==> src/sv/pfma_pkg.sv <==
`default_nettype none
package pfma_pkg;

  localparam int SLOTS      = 16;
  localparam int FREE_DEPTH = 256;
  localparam int ENTRIES    = 32;

  localparam int SLOT_AW = (SLOTS > 1) ? $clog2(SLOTS) : 1;
  localparam int ENT_AW  = $clog2(ENTRIES);
  localparam int TBL_AW  = SLOT_AW + ENT_AW;
  localparam int FS_AW   = $clog2(FREE_DEPTH);
  localparam int FC_W    = $clog2(FREE_DEPTH + 1);

  localparam logic [4:0] BANK_LIMIT = 5'd29;
  localparam logic [4:0] LAST_BANK  = 5'd28;
  localparam logic [4:0] ENT_COMMON = 5'd29;
  localparam logic [4:0] ENT_IO_LO  = 5'd30;
  localparam logic [4:0] ENT_IO_HI  = 5'd31;
  localparam logic [7:0] COMMON_PAGE = 8'h1D;
  localparam logic [7:0] IO_PAGE_LO  = 8'h7E;
  localparam logic [7:0] IO_PAGE_HI  = 8'h7F;

  localparam logic [2:0] CMD_ADD     = 3'd0;
  localparam logic [2:0] CMD_ALLOC   = 3'd1;
  localparam logic [2:0] CMD_FREE    = 3'd2;
  localparam logic [2:0] CMD_REALLOC = 3'd3;
  localparam logic [2:0] CMD_READ    = 3'd4;

  localparam logic [1:0] ST_OK       = 2'd0;
  localparam logic [1:0] ST_NO_MEM   = 2'd1;
  localparam logic [1:0] ST_OVERFLOW = 2'd2;

  localparam logic [1:0] REG_PROG_TOP = 2'd0;
  localparam logic [1:0] REG_MAP_BASE = 2'd1;
  localparam logic [1:0] REG_MEM_KB   = 2'd2;

  localparam int QDEPTH = 2;

  typedef enum logic [2:0] {
    OP_NOP, OP_ADD, OP_ALLOC, OP_FREE, OP_SHRINK, OP_GROW, OP_READ
  } op_t;

  typedef struct packed {
    op_t        op;
    logic [3:0] slot;
    logic [7:0] page;
    logic [4:0] idx;
    logic [4:0] start;
    logic [4:0] lim;
  } item_t;

  function automatic logic [4:0] bank_count(input logic [15:0] v, input logic [15:0] base);
    logic [15:0] d;
    logic [5:0]  n;
    d = v + 16'hFFFF - base;
    n = {1'b0, d[15:11]} + 6'd1;
    return (n > {1'b0, BANK_LIMIT}) ? BANK_LIMIT : n[4:0];
  endfunction

  function automatic logic [7:0] ent_reset(input logic [4:0] e);
    logic [7:0] v;
    case (e)
      ENT_COMMON: v = COMMON_PAGE;
      ENT_IO_LO:  v = IO_PAGE_LO;
      ENT_IO_HI:  v = IO_PAGE_HI;
      default:    v = 8'h00;
    endcase
    return v;
  endfunction

endpackage
`default_nettype wire

==> src/sv/pfma_front.sv <==
`default_nettype none
module pfma_front import pfma_pkg::*; (
  input  wire logic [2:0]  cmd,
  input  wire logic [3:0]  slot,
  input  wire logic [7:0]  page,
  input  wire logic [15:0] top,
  input  wire logic [15:0] new_size,
  input  wire logic [4:0]  entry_index,
  input  wire logic [15:0] prog_top,
  input  wire logic [15:0] map_base,
  output item_t            item
);

  logic [4:0] have;
  logic [4:0] want;

  always_comb begin
    have = bank_count(top, prog_top);
    want = bank_count(new_size + map_base, prog_top);
    item.slot  = slot;
    item.page  = page;
    item.idx   = entry_index;
    item.op    = OP_NOP;
    item.start = 5'd0;
    item.lim   = have;
    if (int'(slot) < SLOTS) begin
      unique case (cmd)
        CMD_ADD:   item.op = OP_ADD;
        CMD_ALLOC: item.op = OP_ALLOC;
        CMD_FREE:  item.op = OP_FREE;
        CMD_REALLOC: begin
          if (want < have) begin
            item.op    = OP_SHRINK;
            item.start = want;
            item.lim   = have;
          end else if (want > have) begin
            item.op    = OP_GROW;
            item.start = have;
            item.lim   = want;
          end
        end
        CMD_READ:  item.op = OP_READ;
        default:   item.op = OP_NOP;
      endcase
    end
  end

endmodule
`default_nettype wire

==> config.mk <==
export PLATFORM = sky130hd
export DESIGN_NAME = pfma_front
export DESIGN_NICKNAME = d
export VERILOG_FILES = /design/src/sv/pfma_pkg.sv /design/src/sv/pfma_front.sv
export SDC_FILE = /design/constraint.sdc
export NUM_CORES = 1
export LEC_CHECK = 0
export BUFFER_PORTS_ARGS = -buffer_cell sky130_fd_sc_hd__clkbuf_2
export CAP_MARGIN = 20
export CORE_ASPECT_RATIO = 0.5
export CORE_MARGIN = 5
export CORE_UTILIZATION = 35
export DETAILED_ROUTE_END_ITERATION = 7
export RECOVER_POWER = 50
export SLEW_MARGIN = 40
export SYNTH_ARGS = -nofsm -noshare
export SYNTH_HDL_FRONTEND = slang
export SYNTH_SLANG_ARGS = --single-unit
==> constraint.sdc <==
create_clock -name vclk -period 5.87
set_input_delay 0.2935 -clock vclk [all_inputs]
set_output_delay 0.2935 -clock vclk [all_outputs]
set_load 0.01 [all_outputs]
Yosys cells after proc, flatten, opt, wreduce, memory -nomap -nowiden

Index checks and enable logic that the tools add are counted.

Bits in registers: 0
Input bits: 84
Logic and storage cells: 24

$add $sub $neg: 7
Magnitude comparators: 4
Equal/unequal tests: 4
Mux-type cells: 8
Reduce and logical (&&, ||, !) cells: 1

Operator list:

| kind                                                | count |
|---|---|
| adder 16 bit (second input constant)                | 2 |
| subtractor 16 bit                                   | 2 |
| two-way mux 10 bit                                  | 3 |
| adder 16 bit                                        | 1 |
| one-hot mux 3 bit (5 select lines)                  | 1 |
| adder 5 x 1 -> 6 bit (second input constant)        | 2 |
| > comparator 6 x 5 -> 1 bit (second input constant) | 2 |
| two-way mux 5 bit                                   | 2 |
| == test 3 x 2 -> 1 bit (second input constant)      | 2 |
| two-way mux 3 bit                                   | 2 |
| > comparator 5 bit                                  | 1 |
| less-than comparator 5 bit                          | 1 |
| == test 3 x 1 -> 1 bit (second input constant)      | 1 |
| == test 3 bit (second input constant)               | 1 |
| logical NOT 3 bit                                   | 1 |

Depth between registers and ports, before layout

Gate-level depths: netlist of run 1.

Depth after elaboration: 10
Mapped depth: 23
Gate-level depth less buffers: 23

Least setup slack after synthesis of run 1

OpenSTA, ideal clock, no wires.

Path type: input-to-output
Start point: in new_size[6]
End point: out item[6] (netlist name)
Data arrival time: 4687 ps
Data required time: 5577 ps
Path slack: 890 ps
Stages on the path: 23
Cells stage by stage: inv_1 > fa_1 > inv_1 > ha_1 > a21oi_1 > o21ai_0 > o211a_1 > or4_1 > and2_1 > inv_1 > ha_1 > nor2_1 > maj3_1 > a21oi_1 > ha_1 > nor2b_1 > o21a_1 > o21ai_0 > nand2b_1 > a21oi_1 > nand3b_1 > inv_1 > a32o_1

RTL lines:

| what               | line             | text |
|---|---|---|
| start: declaration | pfma_front.sv:7  | `input wire logic [15:0] new_size,` |
| end: declaration   | pfma_front.sv:11 | `output item_t item` |

==> reports/qor.txt, run 1 <==
status - complete, no violations
max_slew headroom - 0.6202
WP buf/inv - 6
DR iter-0 viols - 71
Crit. End Element - output pin
Slew Limit Fails - 0
ANT nets after route - 0
Hold Crit Class - input port to output pin
global placer's final weighted congestion - 0.8111
hpwl dp - 4948 um
Critical Path RT - 5580 ps
vias in the first global route - 2151
Die H - 66.60 um
IO Pins - 114
Top Layer Used - met4
register area - 0 um^2
Netlist Area Pre-Place - 2242 um^2
antenna fix cells - 0
seq_cells - 0
routed length per instance - 12.07 um
largest net degree at the start of global routing - 8
peak fanout along the critical path - 6
CP most frequent cell - inv_1
Setup CP Type - input port to output pin
Min Hold Slack - 587.0 ps
fin crit share - 0.9352
area grow syn2layout - 18.75%
final core utilization - 0.4343
vias per cell - 4.877
Pwr Density - 202.7 nW/um^2
LEAKAGE - 1.505 nW
Design Area, Final - 2663 um^2
core footprint - 6131 um^2
Starting Density - 0.3657
GRT Residual Overflow - 0
Flop pwr share - 0
critical path depth in cells - 25
register area share after synthesis - 0
final hold vios - 0
final worst path period need - 5490 ps
Layout Nets - 504
Syn Inst Count - 301
Area after DPL - 2625 um^2
first-pass GRT wire length - 9287 um
Die W - 123.2 um
met2 WL post-DR - 2601 um
worst ir drop on vdd - 0.0001442 V
die area - 8204 um^2
family with the most delay on the worst path - adder cells
Clk pwr share - 0
switching part of the total - 0.5540
synth warn - 0
routed via count - 2219
Combinational Power Share - 1.000
Mapped Nets - 436
# rows - 20
Place WS - 227.9 ps
area of the multi-input gates - 1859 um^2
Slew @ Worst Pin - 565.4 ps
# clk buffers - 0
fill count - 651
Non-Filler Instances - 455
internal power - 0.0002407 W
Largest stage delay, worst path - 530 ps
initial antenna violation count - 0
final worst setup slack - 380.5 ps
Worst setup SP type - input port
Psw - 0.0002990 W
routed wl met3 - 312 um
Critical Path AT - 5200 ps
slowest CP cell - fa_1
fmax - 0.1822 GHz
Max-cap violations - 0
Hold Buf Count CTS - 0
Final Routed Wirelength - 5493 um
Port Buf Inserts - 80
share of cells above drive strength 1 - 0.2643
global router's overall resource usage - 0.1324
metal1 wirelength - 2493 um
DP Cell Count - 452
CP endpoint - item[6]
1st-pass router iterations - 4
DRC - 0
syn avg cell area - 7.449 um^2
Setup crit start - new_size[6]
Distinct cells, synth - 56
final setup vio count - 0
routing by layer:
metal / global-route usage / vias up
li1: - / 1145
met1: 0.1722 / 1010
met2: 0.2427 / 42
met3: 0.009330 / 22
met4: 0.02483 / 0
met5: 0 / -
power groups by stage:
| stage | registers [W] | clock network [W] | logic (W) |
|---|---|---|---|
| 3_3_place_gp | 0 | 0 | 0.000505 |
| 3_5_place_dp | 0 | 0 | 0.000520 |
| 2_1_floorplan | 0 | 0 | 0.000400 |
| 4_1_cts | 0 | 0 | 0.000524 |
| 5_1_grt | 0 | 0 | 0.000616 |
| 6_report | 0 | 0 | 0.000540 |
layout make-up:
type | instances | share of cell area
timing repair buffer | 83 | 0.1588
tap | 88 | 0.04135
multi-input combinational | 212 | 0.6983
inverter | 72 | 0.1015
cell usage after synthesis, types with 2 or more instances:
| cell | number | area [um^2] |
|---|---|---|
| nand3b_1 | 2 | 15.01 |
| a31oi_1 | 2 | 12.51 |
| o2111ai_1 | 3 | 26.28 |
| nor3_1 | 6 | 30.03 |
| nor2_1 | 10 | 37.54 |
| nand3_1 | 8 | 40.04 |
| o21ai_0 | 8 | 40.04 |
| and3_1 | 2 | 12.51 |
| fa_1 | 14 | 280.3 |
| or2_2 | 2 | 12.51 |
| a21o_1 | 4 | 30.03 |
| nor2b_1 | 3 | 18.77 |
| o22ai_1 | 4 | 25.02 |
| ha_1 | 37 | 462.9 |
| a21oi_1 | 20 | 100.1 |
| or3_1 | 2 | 12.51 |
| nand4b_1 | 2 | 17.52 |
| xor2_1 | 6 | 52.55 |
| xnor2_1 | 14 | 122.6 |
| nand2b_1 | 3 | 18.77 |
| buf_4 | 17 | 127.6 |
| a211oi_1 | 2 | 15.01 |
| o21a_1 | 4 | 30.03 |
| o32ai_1 | 2 | 17.52 |
| mux2i_1 | 6 | 60.06 |
| nand2_1 | 15 | 56.30 |
| and2_1 | 3 | 18.77 |
| inv_1 | 72 | 270.3 |
worst min path at each step:
stage               end  depth (start not counted)      startpoint  slack, ps
2_1_floorplan  item[27]                          1          cmd[2]        630
3_3_place_gp   item[12]                          0  entry_index[2]        590
3_5_place_dp   item[12]                          0  entry_index[2]        590
4_1_cts        item[12]                          0  entry_index[2]        590
5_1_grt        item[25]                          0         slot[2]        590
6_report       item[12]                          0  entry_index[2]        590
layout by cell type (no fill, tap or decap), drive strengths merged, types with 3 or more instances in the layout:
cell,synthesis,routed
clkbuf,0,80
inv,72,72
o21a,4,4
a211oi,3,3
o2111ai,3,3
nor2,10,10
xor2,6,6
buf,17,3
a21o,4,4
and2,3,3
nand2,15,15
ha,37,37
nand2b,3,3
a21oi,21,21
nor2b,3,3
nor3,6,6
fa,14,14
and3,3,3
xnor2,14,14
mux2i,6,6
a31oi,3,3
o21ai,9,9
nand3,8,8
o22ai,4,4
logic make-up (layout without fill, tap and decap cells):
logic type                 after synthesis  in the layout  share of synthesized area
xor gates and xnor gates                20             20                    0.07813
muxes                                    7              7                    0.03348
AOI/OAI and AO/OA                       70             70                     0.2282
and+or+nand+nor                         63             63                     0.1468
buffers and inverters                   89            155                     0.1775
adders and majority gates               52             52                     0.3359
stage by stage:
stage	power (W)	TNS (ps)
2_1_floorplan	0.0004000	0
3_3_place_gp	0.0005054	0
3_5_place_dp	0.0005197	0
4_1_cts	0.0005242	0
5_1_grt	0.0006158	-11.65
6_report	0.0005398	0
timing repair:
item | 4_1_cts | 5_1_grt
endpoints found under the setup margin | 0 | 5
gates resized for setup | 0 | 4
setup buffers | 0 | 3
Note: power is estimated with default switching activity, not from simulation.
==> run 2, diff against run 1 <==
--- a/config.mk
+++ b/config.mk
@@ -9,8 +9,9 @@
 export CAP_MARGIN = 20
 export CORE_ASPECT_RATIO = 0.5
 export CORE_MARGIN = 5
-export CORE_UTILIZATION = 35
+export CORE_UTILIZATION = 45
 export DETAILED_ROUTE_END_ITERATION = 7
+export PLACE_DENSITY = 0.79
 export RECOVER_POWER = 50
 export SLEW_MARGIN = 40
 export SYNTH_ARGS = -nofsm -noshare
==> run 2 against run 1 <==
  * Critical path depth unchanged
  * Core utilization grew 11 points
  * Flip-flop and latch count did not move
  * Sequential share of layout area did not move
  * Final cell count fell by 4.0%
  * Total power decreased by 0.11%
  * Largest cell class unchanged
  * Critical path type unchanged
  * Global-route usage up 1.3 points
  * Fmax is 0.35% higher
  * Largest power group unchanged
==> reports/qor.txt, run 2 (synthesis results as in run 1) <==
Place WS - 274.6 ps (was 227.9 ps)
# rows - 18 (was 20)
DR iter-0 viols - 63 (was 71)
Max-cap violations - 0 (unchanged)
1st-pass router iterations - 4 (unchanged)
Fin Setup TNS - 0 ps (unchanged)
Top Layer Used - met4 (unchanged)
area grow syn2layout - 17.24% (was 18.75%)
Hold Buf Count CTS - 0 (unchanged)
Hold Crit Class - input port to output pin (unchanged)
ANT nets after route - 0 (unchanged)
global placer's final weighted congestion - 0.8580 (was 0.8111)
Slew Limit Fails - 0 (unchanged)
seq_cells - 0 (unchanged)
share of cells above drive strength 1 - 0.2589 (was 0.2643)
Final Routed Wirelength - 5162 um (was 5493 um)
Die H - 59.92 um (was 66.60 um)
worst ir drop on vdd - 0.0001638 V (was 0.0001442 V)
vias in the first global route - 1985 (was 2151)
antenna fix cells - 0 (unchanged)
max_slew headroom - 0.6496 (was 0.6202)
Die W - 109.8 um (was 123.2 um)
core footprint - 4865 um^2 (was 6131 um^2)
Critical Path RT - 5580 ps (about the same)
hpwl dp - 4636 um (was 4948 um)
metal1 wirelength - 2458 um (was 2493 um)
global router's overall resource usage - 0.1456 (was 0.1324)
Starting Density - 0.4609 (was 0.3657)
commonest non-fill, non-tap cell in the layout - clkbuf_2 (unchanged)
Worst setup SP type - input port (unchanged)
unrepaired setup endpoints after global routing - false
status - complete, no violations (unchanged)
routed via count - 2221 (was 2219)
final worst setup slack - 399.5 ps (was 380.5 ps)
met2 WL post-DR - 2397 um (was 2601 um)
fin crit share - 0.9319 (was 0.9352)
Layout Nets - 504 (unchanged)
fmax - 0.1828 GHz (was 0.1822 GHz)
Largest stage delay, worst path - 530 ps (about the same)
final hold vios - 0 (unchanged)
most frequent cells in the layout - clkbuf_2 (80), inv_1 (72), ha_1 (37) (unchanged)
die area - 6580 um^2 (was 8204 um^2)
routed wl met3 - 293 um (was 312 um)
CP most frequent cell - inv_1 (unchanged)
largest net degree at the start of global routing - 8 (unchanged)
vias per cell - 5.082 (was 4.877)
Port Buf Inserts - 80 (unchanged)
Pwr Density - 205.1 nW/um^2 (was 202.7 nW/um^2)
peak fanout along the critical path - 6 (unchanged)
Critical Path AT - 5180 ps (was 5200 ps)
LEAKAGE - 1.503 nW (was 1.505 nW)
Crit. End Element - output pin (unchanged)
# clk buffers - 0 (unchanged)
Setup CP Type - input port to output pin (unchanged)
routed length per instance - 11.81 um (was 12.07 um)
final setup vio count - 0 (unchanged)
IO Pins - 114 (unchanged)
first-pass GRT wire length - 8107 um (was 9287 um)
initial antenna violation count - 0 (unchanged)
final worst path period need - 5470 ps (was 5490 ps)
Slew @ Worst Pin - 521.6 ps (was 565.4 ps)
DRC - 0 (unchanged)
register area - 0 um^2 (unchanged)
GRT Residual Overflow - 0 (unchanged)
slowest CP cell - fa_1 (unchanged)
==> run 2: final timing paths <==
path                  startpoint        to  slack (ps)  cells past startpoint
setup / recovery     new_size[6]   item[6]         400                     25
hold / removal    entry_index[1]  item[11]         590                      0
==> run 2: repair_timing <==
item                       in CTS  in global routing
setup endpoints to repair       0                  5
buffers inserted                0                  3
gates resized for setup         0                  1
==> run 2: per-stage QoR <==
stage | instances | cell area (um^2) | total power, W | utilization | hold slack (ps)
2_1_floorplan | 301 | 2242 | 0.0004000 | - | 631.1
3_3_place_gp | 434 | 2603 | 0.0005127 | 0.5350 | 587.1
3_5_place_dp | 434 | 2603 | 0.0005202 | 0.5350 | 587.1
4_1_cts | 434 | 2603 | 0.0005238 | 0.5350 | 587.1
5_1_grt | 437 | 2629 | 0.0006022 | 0.5404 | 587.0
6_report | 437 | 2629 | 0.0005392 | 0.5404 | 587.0
==> run 2: routing by layer <==
layer | track usage | vias to the layer above
li1 | - | 1145
met1 | 0.2013 | 1004
met2 | 0.2629 | 68
met3 | 0.008630 | 4
met4 | 0.008881 | 0
met5 | 0 | -
==> run 2: power by group <==
group          internal, W  switching, W  total (W)
registers                0             0          0
clock network            0             0          0
logic             0.000240      0.000299   0.000539
total             0.000240      0.000299   0.000539
==> run 2: final cells by class <==
cell class                 instances  area [um^2]
multi-input combinational        212         1848
timing repair buffer              83        422.9
fill                             504         2236
tap                               70        87.58
inverter                          72        270.3
==> run 2: worst max-delay path, delay by kind of cell <==
kind	cells	cell delay, ps
compound gates	8	1630
simple gates	6	1120
fa+ha+maj	5	1640
buf+inv	6	510
