--- src/sv/pfma_pkg.sv ---
`default_nettype none
package pfma_pkg;

  localparam int SLOTS      = 16;
  localparam int FREE_DEPTH = 256;
  localparam int ENTRIES    = 32;

  localparam int SLOT_AW = (SLOTS > 1) ? $clog2(SLOTS) : 1;
  localparam int ENT_AW  = $clog2(ENTRIES);
  localparam int TBL_AW  = SLOT_AW + ENT_AW;
  localparam int FS_AW   = $clog2(FREE_DEPTH);
  localparam int FC_W    = $clog2(FREE_DEPTH + 1);

  localparam logic [4:0] BANK_LIMIT = 5'd29;
  localparam logic [4:0] LAST_BANK  = 5'd28;
  localparam logic [4:0] ENT_COMMON = 5'd29;
  localparam logic [4:0] ENT_IO_LO  = 5'd30;
  localparam logic [4:0] ENT_IO_HI  = 5'd31;
  localparam logic [7:0] COMMON_PAGE = 8'h1D;
  localparam logic [7:0] IO_PAGE_LO  = 8'h7E;
  localparam logic [7:0] IO_PAGE_HI  = 8'h7F;

  localparam logic [2:0] CMD_ADD     = 3'd0;
  localparam logic [2:0] CMD_ALLOC   = 3'd1;
  localparam logic [2:0] CMD_FREE    = 3'd2;
  localparam logic [2:0] CMD_REALLOC = 3'd3;
  localparam logic [2:0] CMD_READ    = 3'd4;

  localparam logic [1:0] ST_OK       = 2'd0;
  localparam logic [1:0] ST_NO_MEM   = 2'd1;
  localparam logic [1:0] ST_OVERFLOW = 2'd2;

  localparam logic [1:0] REG_PROG_TOP = 2'd0;
  localparam logic [1:0] REG_MAP_BASE = 2'd1;
  localparam logic [1:0] REG_MEM_KB   = 2'd2;

  localparam int QDEPTH = 2;

  typedef enum logic [2:0] {
    OP_NOP, OP_ADD, OP_ALLOC, OP_FREE, OP_SHRINK, OP_GROW, OP_READ
  } op_t;

  typedef struct packed {
    op_t        op;
    logic [3:0] slot;
    logic [7:0] page;
    logic [4:0] idx;
    logic [4:0] start;
    logic [4:0] lim;
  } item_t;

  function automatic logic [4:0] bank_count(input logic [15:0] v, input logic [15:0] base);
    logic [15:0] d;
    logic [5:0]  n;
    d = v + 16'hFFFF - base;
    n = {1'b0, d[15:11]} + 6'd1;
    return (n > {1'b0, BANK_LIMIT}) ? BANK_LIMIT : n[4:0];
  endfunction

  function automatic logic [7:0] ent_reset(input logic [4:0] e);
    logic [7:0] v;
    case (e)
      ENT_COMMON: v = COMMON_PAGE;
      ENT_IO_LO:  v = IO_PAGE_LO;
      ENT_IO_HI:  v = IO_PAGE_HI;
      default:    v = 8'h00;
    endcase
    return v;
  endfunction

endpackage
`default_nettype wire

--- src/sv/pfma_queue.sv ---
`default_nettype none
module pfma_queue import pfma_pkg::*; (
  input  wire logic  clk,
  input  wire logic  rst,
  input  wire logic  wr,
  input  wire item_t din,
  output logic       q_full,
  input  wire logic  rd,
  output logic       q_valid,
  output item_t      dout
);

  localparam int PW = (QDEPTH > 1) ? $clog2(QDEPTH) : 1;
  localparam int CW = $clog2(QDEPTH + 1);

  item_t         mem [QDEPTH];
  logic [PW-1:0] wp;
  logic [PW-1:0] rp;
  logic [CW-1:0] cnt;

  assign q_full  = (cnt == CW'(QDEPTH));
  assign q_valid = (cnt != '0);
  assign dout    = mem[rp];

  always_ff @(posedge clk) begin
    if (wr) begin
      mem[wp] <= din;
    end
    if (rst) begin
      wp  <= '0;
      rp  <= '0;
      cnt <= '0;
    end else begin
      if (wr) begin
        wp <= (wp == PW'(QDEPTH - 1)) ? '0 : wp + 1'b1;
      end
      if (rd) begin
        rp <= (rp == PW'(QDEPTH - 1)) ? '0 : rp + 1'b1;
      end
      cnt <= cnt + CW'(wr) - CW'(rd);
    end
  end

endmodule
`default_nettype wire

--- config.mk ---
export PLATFORM = sky130hd
export DESIGN_NAME = pfma_queue
export DESIGN_NICKNAME = d
export VERILOG_FILES = /design/src/sv/pfma_pkg.sv /design/src/sv/pfma_queue.sv
export SDC_FILE = /design/constraint.sdc
export NUM_CORES = 1
export LEC_CHECK = 0
export BUFFER_PORTS_ARGS = -buffer_cell sky130_fd_sc_hd__buf_2
export CELL_PAD_IN_SITES_DETAIL_PLACEMENT = 2
export CELL_PAD_IN_SITES_GLOBAL_PLACEMENT = 2
export CORE_ASPECT_RATIO = 1.2
export CORE_MARGIN = 2
export CORE_UTILIZATION = 35
export DETAILED_ROUTE_END_ITERATION = 10
export GPL_TIMING_DRIVEN = 0
export PLACE_DENSITY = 0.82
export SLEW_MARGIN = 10
export SYNTH_ARGS = -nofsm -noshare
export SYNTH_HDL_FRONTEND = slang
export SYNTH_SLANG_ARGS = --single-unit
--- constraint.sdc ---
create_clock -name clk -period 2.7 [get_ports clk]
set_clock_uncertainty 0.2 [all_clocks]
set_input_delay 0.135 -clock clk [delete_from_list [all_inputs] [get_ports clk]]
set_output_delay 0.135 -clock clk [all_outputs]
set_load 0.01 [all_outputs]
* After elaboration in Yosys (flattened, before gate mapping)
Memory sizes are Yosys's and may differ from the RTL's. A register that Yosys moved wholly into a read port is not among the register bits.
Index checks and enable logic that the tools add are counted.
** Word-level totals
- Bits in registers :: 4
- Memories :: 1
- Bits in latches :: 0
- Logic and storage cells :: 16
- Memory bits (read-only) :: 0
- Memory bits (writable) :: 60
- Input port bits :: 34
- Output and inout port bits :: 32
** Cells by class
- Multiply operators :: 0
- Divide/modulo/power cells :: 0
- Eq/ne operators :: 1
- Reduce and logical (&&, ||, !) cells :: 1
- Add/sub/neg operators :: 4
- Magnitude comparators :: 0
- Bitwise operators :: 0
- Mux-type cells :: 6
- Shifts and indexed selects :: 0
** Memory list
- mem :: depth 2, bits a word 30, read ports 1, clocked after Yosys merged registers in 1, wr ports 1, line pfma_queue.sv:16 : item_t mem [QDEPTH];
** Operators by type and width (count)
- 1-bit two-way mux :: 6
- 1-bit adder, second input constant :: 2
- 2-bit by 1-bit adder with 2-bit output :: 1
- 2-bit == test, second input constant :: 1
- 2-bit nonzero test :: 1
- 2-bit by 1-bit subtractor with 2-bit output :: 1

* Depth between registers and ports, before layout
Gate-level depths: netlist of the first run.
- Depth in word-level cells :: 4
- Depth in mapped cells :: 6
- Gate-level depth less buffers :: 6

* Worst setup path before layout of the first run
OpenSTA, ideal clock, no wires.
- Path kind :: flip-flop to flip-flop
- From :: register wp
- To :: memory mem[0][0] in the netlist's numbering (enable)
- Clock period less this slack :: 2.300 ns
- Data required time :: 2.079 ns
- Arrival time :: 1.680 ns
- Library setup time :: 0.421 ns
- Slack :: 0.400 ns
- Buffers on the path :: 0
- Stages on the path, launching flop included :: 2
- Path through :: dfxtp_1 nor2b_1
** RTL lines
- start: declaration :: line pfma_queue.sv:17 : logic [PW-1:0] wp;
- start signal: assignment :: line pfma_queue.sv:35 : wp <= (wp == PW'(QDEPTH - 1)) ? '0 : wp + 1'b1;
- end: declaration :: line pfma_queue.sv:16
Straight into the memory's write port.

==> metrics.txt, run 1 <==
Max-Cap Viols 0; worst-path maximum fanout 10; Die ar. 0.007852 mm²; P_sw 511.4 µW; Worst Path Class, Setup reg -> out; gpl congestion 0.6616; post-cts sizing count 0; setup TNS 0 ns; synthesized flop and latch total 65; Crit-path slowest cell dfxtp_1; synthesized cell area 0.002505 mm²; Hold Path Class in -> reg; final non-filler cell total 317; Vias 1377; CTS buffer count 9; Seq pwr share 54.2%; core area 0.006895 mm²; synth unique cells 12; First DRT Iteration DRCs 63; most common cell in the synthesized netlist edfxtp_1; XOR/XNOR Fraction of Synth Area 1.598%; Synth Area in Compound Gates 0%; DRC viols 0; Final Util 50.30%; ratio of cells with drive above 1 in the final layout 49.13%; Initial Util 36.33%; DP HPWL 3.517 mm; synthesized-area fraction occupied by adder cells 0.9990%; top cells by count, synth edfxtp_1 (60), mux2_4 (30), dfxtp_1 (5); DP Cell Count 267; Synth async-reset ratio 0%; Vias/cell 4.344; power share of the clock group 29.2%; Main synth FF type edfxtp_1; Total Routed Length 5.268 mm; Setup-failing EPs final 0; Final period util 63.73%; Die Y-Extent 96.67 µm; IO buf count 65; Fin. Hold Viols 0; area leader, netlist edfxtp_1; Internal 1701 µW; htree depth 3; post-synthesis area per instance 21.97 µm²; CP bufs+invs 2; vias in the first global route 1584; number of synthesized flops with an enable pin 60; clk sinks 65; status finished clean; Synth top area share 71.93%; P_leak 0.001408 µW; Min Hold Slack 0.3301 ns; Core Rows 33; Max Fclk 0.5811 GHz; Synth area leaders edfxtp_1 (72%), mux2_4 (18%), dfxtp_1 (4.0%), buf_6 (1.3%), ha_1 (1.0%); WP data required 2.37 ns; initial antenna violation count 0; Slew Viols, Final 0; clock tree buffer depth 2; Syn Nets 150; DR WL/cell 16.62 µm; Worst Path Arrival 1.39 ns; crit-path max cell delay 0.39 ns; CP Cell Sequence buf_6 -> mux2_4 -> buf_2; antenna diode count 0; sequential element share of the synthesized area 75.92%; Worst Tran Pin Value 0.7490 ns; post-route ant nets 0; Ports 66; Clk pin slew, worst setup/hold paths 0.06 ns; Clock Tree Root clkbuf_8; Worst setup EP type output pin; area grow syn2layout 38.46%; largest family of logic cells by synthesized area multiplexers; setup slack, reg-to-reg 1.04 ns; Die X 81.23 µm; clk_lat worst skew 0.32 ns; pwr/cell area 637.9 mW/mm²; DR pass1 iterations 4; Post-Synthesis Cells 114; post-layout min period 1.721 ns; largest net degree at the start of global routing 31; Final nets 261; CP Launch Type flip-flop; warnings from Yosys 0; combinational share of power 16.5%; Sw Ratio 23.11%; Slew Limit Headroom 50.07%; Simple-Gate Fraction of Synth Area 1.848%; first-pass GRT wire length 8.349 mm; RSZ-0062 raised after global routing no; grt ovf 0; post-synthesis mux area share 17.98%; CTS tree built; Worst path top cell family by delay flip-flops; Max IR drop VDD 284.5 µV; Tot GR Track Use 14.75%
-- state kept, by name, indices dropped and copies added (netlist names), named ones only --
name  cells
cnt       2
mem      60
rp        1
wp        1
-- stage by stage --
step	total power [µW]	area, µm²	setup slack, ns
after CTS	2249	3468	0.9303
after detailed placement	1555	2975	1.005
after global placement	1528	2939	-0.4190
after global routing	2320	3468	0.8962
after floorplan	1417	2505	0.3997
final	2212	3468	0.9792
-- layer usage --
metal	part of all wire [%]	wire length (µm)	GRT usage (%)	up-vias
met5	0	0	0	-
met4	1.3	71	6.258	0
met3	3.1	165	3.638	5
met2	56	2926	25.81	33
met1	40	2105	16.68	681
li1	-	-	-	658
-- placed cells by master, fill, tap and decap left out --
master and instances:
and2_2 1, buf_16 1, buf_2 65, buf_6 3, clkbuf_1 1, clkbuf_8 9, clkinv_1 4, clkinv_2 2
dfxtp_1 5, dlygate4sd3_1 34, edfxtp_1 60, ha_1 2, inv_1 2, mux2_4 30, nor2_1 4, nor2b_1 2
nor2b_4 1, or2_2 1, xnor2_1 2, xnor3_1 1
-- path summary, 6_finish.rpt --
| path | start | end | depth (start not counted) |
|---|---|---|---|
| min reg2reg | rp | rp | 2 |
| max | flip-flop | dout[29] | 3 |
| max reg2reg | wp | mem[1][28] | 1 |
| min | din[23] | mem[1][23] | 2 |
-- final cells by class --
cell class	count	area [µm²]
buffer	3	33.78
clock buffer	10	127.6
clock inverter	6	25.02
fill	619	3427
inverter	2	7.507
multi-input combinational	44	570.5
sequential	65	1902
tap	87	108.9
timing repair buffer	100	693.2
-- power groups by stage --
stage          clock network [µW]  registers [µW]  logic [µW]
6_report                      647            1200         365
5_1_grt                       717            1210         397
4_1_cts                       676            1200         373
3_5_place_dp                    0            1220         333
3_3_place_gp                    0            1220         311
2_1_floorplan                   0            1210         203
-- logic make-up after synthesis --
logic type,after synthesis
AND/OR/NAND/NOR,9
XOR/XNOR,3
flip-flops,65
buffers and inverters,5
multiplexers,30
adder cells (fa/ha/maj),2
-- what timing repair did --
item / 4_1_cts / 5_1_grt
hold buffers: 34 / 0
endpoints found under the hold margin: 65 / 0
buffers inserted: 0 / 0
endpoints found under the setup margin: 0 / 0
Power figures use the tool's default switching activity.
==> run 2, diff against run 1 <==
CORE_UTILIZATION = 34   (was 35)
PLACE_DENSITY = 0.83   (was 0.82)
clock period = 1.5 ns   (was 2.7 ns; I/O delays follow)
==> metrics.txt, run 2 (synthesized netlist as in run 1, its figures left out) <==
final worst slack -0.1222 ns; core area 0.007189 mm²; setup slack, reg-to-reg 0.11 ns; commonest non-fill, non-tap cell in the layout edfxtp_1; Largest register FFs 60; First DRT Iteration DRCs 17; Max IR drop VDD 486.4 µV; CTS tree built; Ports 66; Clock Tree Root clkbuf_8; P_leak 0.001487 µW; Sw Ratio 22.66%; Fin. Hold Viols 0; DP HPWL 3.501 mm; DR WL/cell 17.84 µm; antenna diode count 0; Biggest register mem; initial antenna violation count 0; first-pass GRT wire length 8.549 mm; largest net degree at the start of global routing 31; IO buf count 65; P_sw 1029 µW; DRC viols 0; Slew Viols, Final 0; CP Cell Sequence buf_12 -> mux2_4 -> buf_2; most frequent cells in the layout edfxtp_1 (60), buf_2 (43), dlygate4sd3_1 (33); combinational share of power 17.0%; Worst setup EP type output pin; Max-Cap Viols 0; Total Routed Length 5.727 mm; htree depth 3; CP Launch Type flip-flop; Seq pwr share 47.7%; multi-input logic area 580.6 µm²; Worst path top cell family by delay flip-flops; Core Rows 34; Die Y-Extent 98.03 µm; post-route ant nets 0; Initial Util 34.84%; failing checks setup timing; Worst Path Class, Setup reg -> out; Tot GR Track Use 15.17%; Vias 1405; setup TNS -3.152 ns; Top Registers mem x60, cnt x2; post-layout min period 1.622 ns; clk_lat worst skew 0.33 ns; RSZ-0062 raised after global routing yes; WP data required 1.22 ns; register area 0.001907 mm²; total power 4541 µW; gpl congestion 0.6168; Hold Path Class in -> reg; Max Fclk 0.6164 GHz; clock tree buffer depth 2; Internal 3512 µW; pwr/cell area 1223 mW/mm²; Slew Limit Headroom 82.31%; Setup-failing EPs final 30; vias in the first global route 1637; CP bufs+invs 2; Vias/cell 4.377; Final nets 262; DR pass1 iterations 2; Die ar. 0.008073 mm²; Worst Path Arrival 1.35 ns; clk sinks 65; grt ovf 0; Worst Tran Pin Value 0.2650 ns; CTS buffer count 9; Die X 82.36 µm; status finished with violations; Clk pin slew, worst setup/hold paths 0.07 ns; crit-path max cell delay 0.40 ns; Final period util 108.1%; power share of the clock group 35.4%; ratio of cells with drive above 1 in the final layout 52.38%; Crit-path slowest cell dfxtp_4; area grow syn2layout 48.30%; final-layout fill cell count 645; worst-path maximum fanout 10
==> run 2: cell count changes in the layout (fill, tap and decap cells not counted), sizes merged <==
cell         delta
clkinv          -4
clkinvlp        +3
bufinv          +2
and2            +1
buf             +1
clkbuf          -1
dlygate4sd3     -1
==> run 2: stage by stage <==
stage	util, %	setup slack (ns)	hold slack [ns]	area, µm²	instances
finish	51.67	-0.1222	0.2623	3715	321
global route	51.67	-0.1757	0.2585	3715	321
CTS	50.16	-0.1556	0.2424	3606	319
detailed placement	41.44	-0.1880	0.07089	2979	270
global placement	40.99	-0.6631	0.06279	2947	269
floorplan	-	-0.2349	-0.05339	2509	114
==> run 2: final timing paths <==
check                 start          to  cells past startpoint
setup reg to reg     cnt[0]      cnt[1]                      6
setup / recovery  flip-flop     dout[3]                      3
hold reg to reg          rp          rp                      2
hold / removal      din[19]  mem[1][19]                      2
==> run 2: power by group through the flow <==
| stage | Clock (µW) | Combinational, µW | Sequential, µW |
|---|---|---|---|
| 4_1_cts | 1660 | 710 | 2160 |
| 3_5_place_dp | 0 | 594 | 2200 |
| 6_report | 1610 | 770 | 2170 |
| 3_3_place_gp | 0 | 553 | 2190 |
| 5_1_grt | 1730 | 830 | 2180 |
| 2_1_floorplan | 0 | 367 | 2180 |
==> run 2: repair_timing <==
action / 4_1_cts / 5_1_grt
hold buffers: 33 / 0
buffers inserted: 0 / 1
endpoints found under the setup margin: 60 / 84
hold endpoints to repair: 65 / 0
pin swaps: 0 / 1
gates cloned: 0 / 1
gates resized for setup: 16 / 17
==> run 2: final cells by class <==
| cell class | count | area share [%] |
|---|---|---|
| well taps | 90 | 3.031 |
| repair buffers | 100 | 22.30 |
| inverters | 2 | 0.2021 |
| multi-input cells | 45 | 15.63 |
| clock inverters | 7 | 2.560 |
| plain buffers | 3 | 1.617 |
| clock buffers | 9 | 3.334 |
| flip-flops and latches | 65 | 51.33 |
==> run 2: per-layer routing <==
metal | vias up | wire length [µm] | global-route usage (%)
met4 | 0 | 125 | 8.077
met1 | 691 | 2128 | 15.46
li1 | 660 | - | -
met5 | - | 0 | 0
met3 | 8 | 293 | 3.882
met2 | 46 | 3179 | 27.30
==> run 3, diff against run 2 <==
ABC_AREA = 1   (was not set)
PLACE_DENSITY = 0.84   (was 0.83)
==> metrics.txt, run 3 <==
CP bufs+invs 2; post-synthesis area per instance 20.24 µm²; htree depth 3; Top Registers mem x60, cnt x2; DRC viols 0; synthesized cell area 0.002510 mm²; Setup-failing EPs final 30; core area 0.007189 mm²; CP Launch Type flip-flop; Clk pin slew, worst setup/hold paths 0.07 ns; Vias/cell 4.469; area leader, netlist edfxtp_1; area grow syn2layout 49.55%; Biggest register mem; top cells by count, synth edfxtp_1 (60), mux2_4 (30), inv_1 (8); Ports 66; RSZ-0062 raised after global routing yes; vias in the first global route 1671; Synth area leaders edfxtp_1 (72%), mux2_4 (18%), dfxtp_1 (4.0%), buf_6 (1.3%), inv_1 (1.2%); First DRT Iteration DRCs 44; Main synth FF type edfxtp_1; Total Routed Length 6.787 mm; critical path depth in cells 3; number of synthesized flops with an enable pin 60; Synth async-reset ratio 0%; most frequent cells in the layout edfxtp_1 (60), buf_2 (42), dlygate4sd3_1 (34); crit-path max cell delay 0.40 ns; most common cell in the synthesized netlist edfxtp_1; DP HPWL 3.630 mm; DP Cell Count 279; sequential element share of the synthesized area 75.77%; Largest register FFs 60; P_leak 0.001490 µW; setup TNS -3.006 ns; Crit-path slowest cell dfxtp_4; synthesized flop and latch total 65; Slew Viols, Final 0; failing checks hold timing, setup timing; Hold Path Class in -> reg; final non-filler cell total 335; DR WL/cell 20.26 µm; Worst setup EP type output pin; WP data required 1.22 ns; commonest non-fill, non-tap cell in the layout edfxtp_1; ratio of cells with drive above 1 in the final layout 55.33%; gpl congestion 0.6689; synth unique cells 12; Die X 82.43 µm; Worst Tran Pin Value 0.5032 ns; CTS buffer count 9; R2R depth 8; Tot GR Track Use 17.45%; CP Cell Sequence buf_12 -> mux2_4 -> buf_2; Post-Layout Inst Area 0.003754 mm²; Min Hold Slack -0.03564 ns; Worst Path Arrival 1.36 ns; Core Rows 34; Max-Cap Viols 0; DR pass1 iterations 4; pwr/cell area 1117 mW/mm²; Fin. Hold Viols 1; grt ovf 0; Vias 1497; Worst path top cell family by delay flip-flops; post-layout min period 1.634 ns; Initial Util 34.91%; Clock Tree Root clkbuf_8; Syn Nets 160; setup slack, reg-to-reg 0.04 ns; IO buf count 65; Die ar. 0.008088 mm²; Synth top area share 71.78%; Die Y-Extent 98.12 µm; initial antenna violation count 1; Max Fclk 0.6121 GHz; Final period util 108.9%; Max IR drop VDD 539.2 µV; clk_lat worst skew 0.33 ns; status finished with violations; CTS Hold Bufs 34; CTS tree built; Final nets 276; Post-Synthesis Cells 124; final worst slack -0.1337 ns; Slew Limit Headroom 66.38%; WHS Path Cells 4; worst-path maximum fanout 10; clock tree buffer depth 2; largest net degree at the start of global routing 17; Worst Path Class, Setup reg -> out; Placed Instance Area 0.002959 mm²; clk sinks 65; post-route ant nets 0; warnings from Yosys 0; first-pass GRT wire length 9.646 mm
==> run 3: cell type report <==
type	count	area, µm²
Timing Repair inverter	1	7.507
Fill cell	637	3436
Timing Repair Buffer	103	868.3
Sequential cell	65	1908
Antenna cell	1	2.502
Clock buffer	9	123.9
Clock inverter	6	36.28
Tap cell	90	112.6
Inverter	8	33.78
Buffer	3	51.30
Multi-Input combinational cell	49	609.3
==> run 3: path summary, 6_finish.rpt <==
kind	startpoint	to
max	flip-flop	dout[13]
min	rd	cnt[1]
max reg2reg	cnt[0]	cnt[1]
min reg2reg	wp	wp
==> run 3: logic make-up after synthesis <==
group | synth area share, %
AOI/OAI and AO/OA | 0.1992
buffers and inverters | 2.542
xor gates and xnor gates | 0.3490
and+or+nand+nor | 2.193
adders and majority gates | 0.9968
DFF | 75.77
muxes | 17.95
==> run 3: power by group <==
group	switching [µW]	total, µW	internal [µW]
clock	692	1270	578
sequential	50.5	2150	2100
combinational	326	777	450
==> run 3: metal layers <==
metal	GRT usage [%]	vias to the layer above	share of wire (%)
li1	-	700	-
met1	17.85	744	38
met2	32.44	45	57
met3	4.067	8	3.7
met4	7.564	0	1.3
met5	0	-	0
==> run 3: metrics by stage <==
step	total power, µW	util, %	worst slack [ns]
floorplan	2489	-	0.06856
global placement	2667	41.16	-0.2101
detailed placement	2707	41.16	-0.2072
CTS	4063	49.65	-0.1650
global route	4394	52.21	-0.1737
finish	4192	52.21	-0.1337
==> run 3: worst reg2reg max path: cells and delay by family (launching register included) <==
| kind | cells | cell delay [ns] |
|---|---|---|
| flops | 1 | 0.34 |
| compound gates | 1 | 0.15 |
| fa+ha+maj | 2 | 0.42 |
| buf+inv | 3 | 0.14 |
| simple gates | 2 | 0.12 |
==> run 3: timing repair <==
item	CTS	global route
pin swaps	2	4
endpoints found under the setup margin	92	55
gates cloned	3	0
resized for setup	25	26
endpoints found under the hold margin	65	1
buffers inserted	0	3
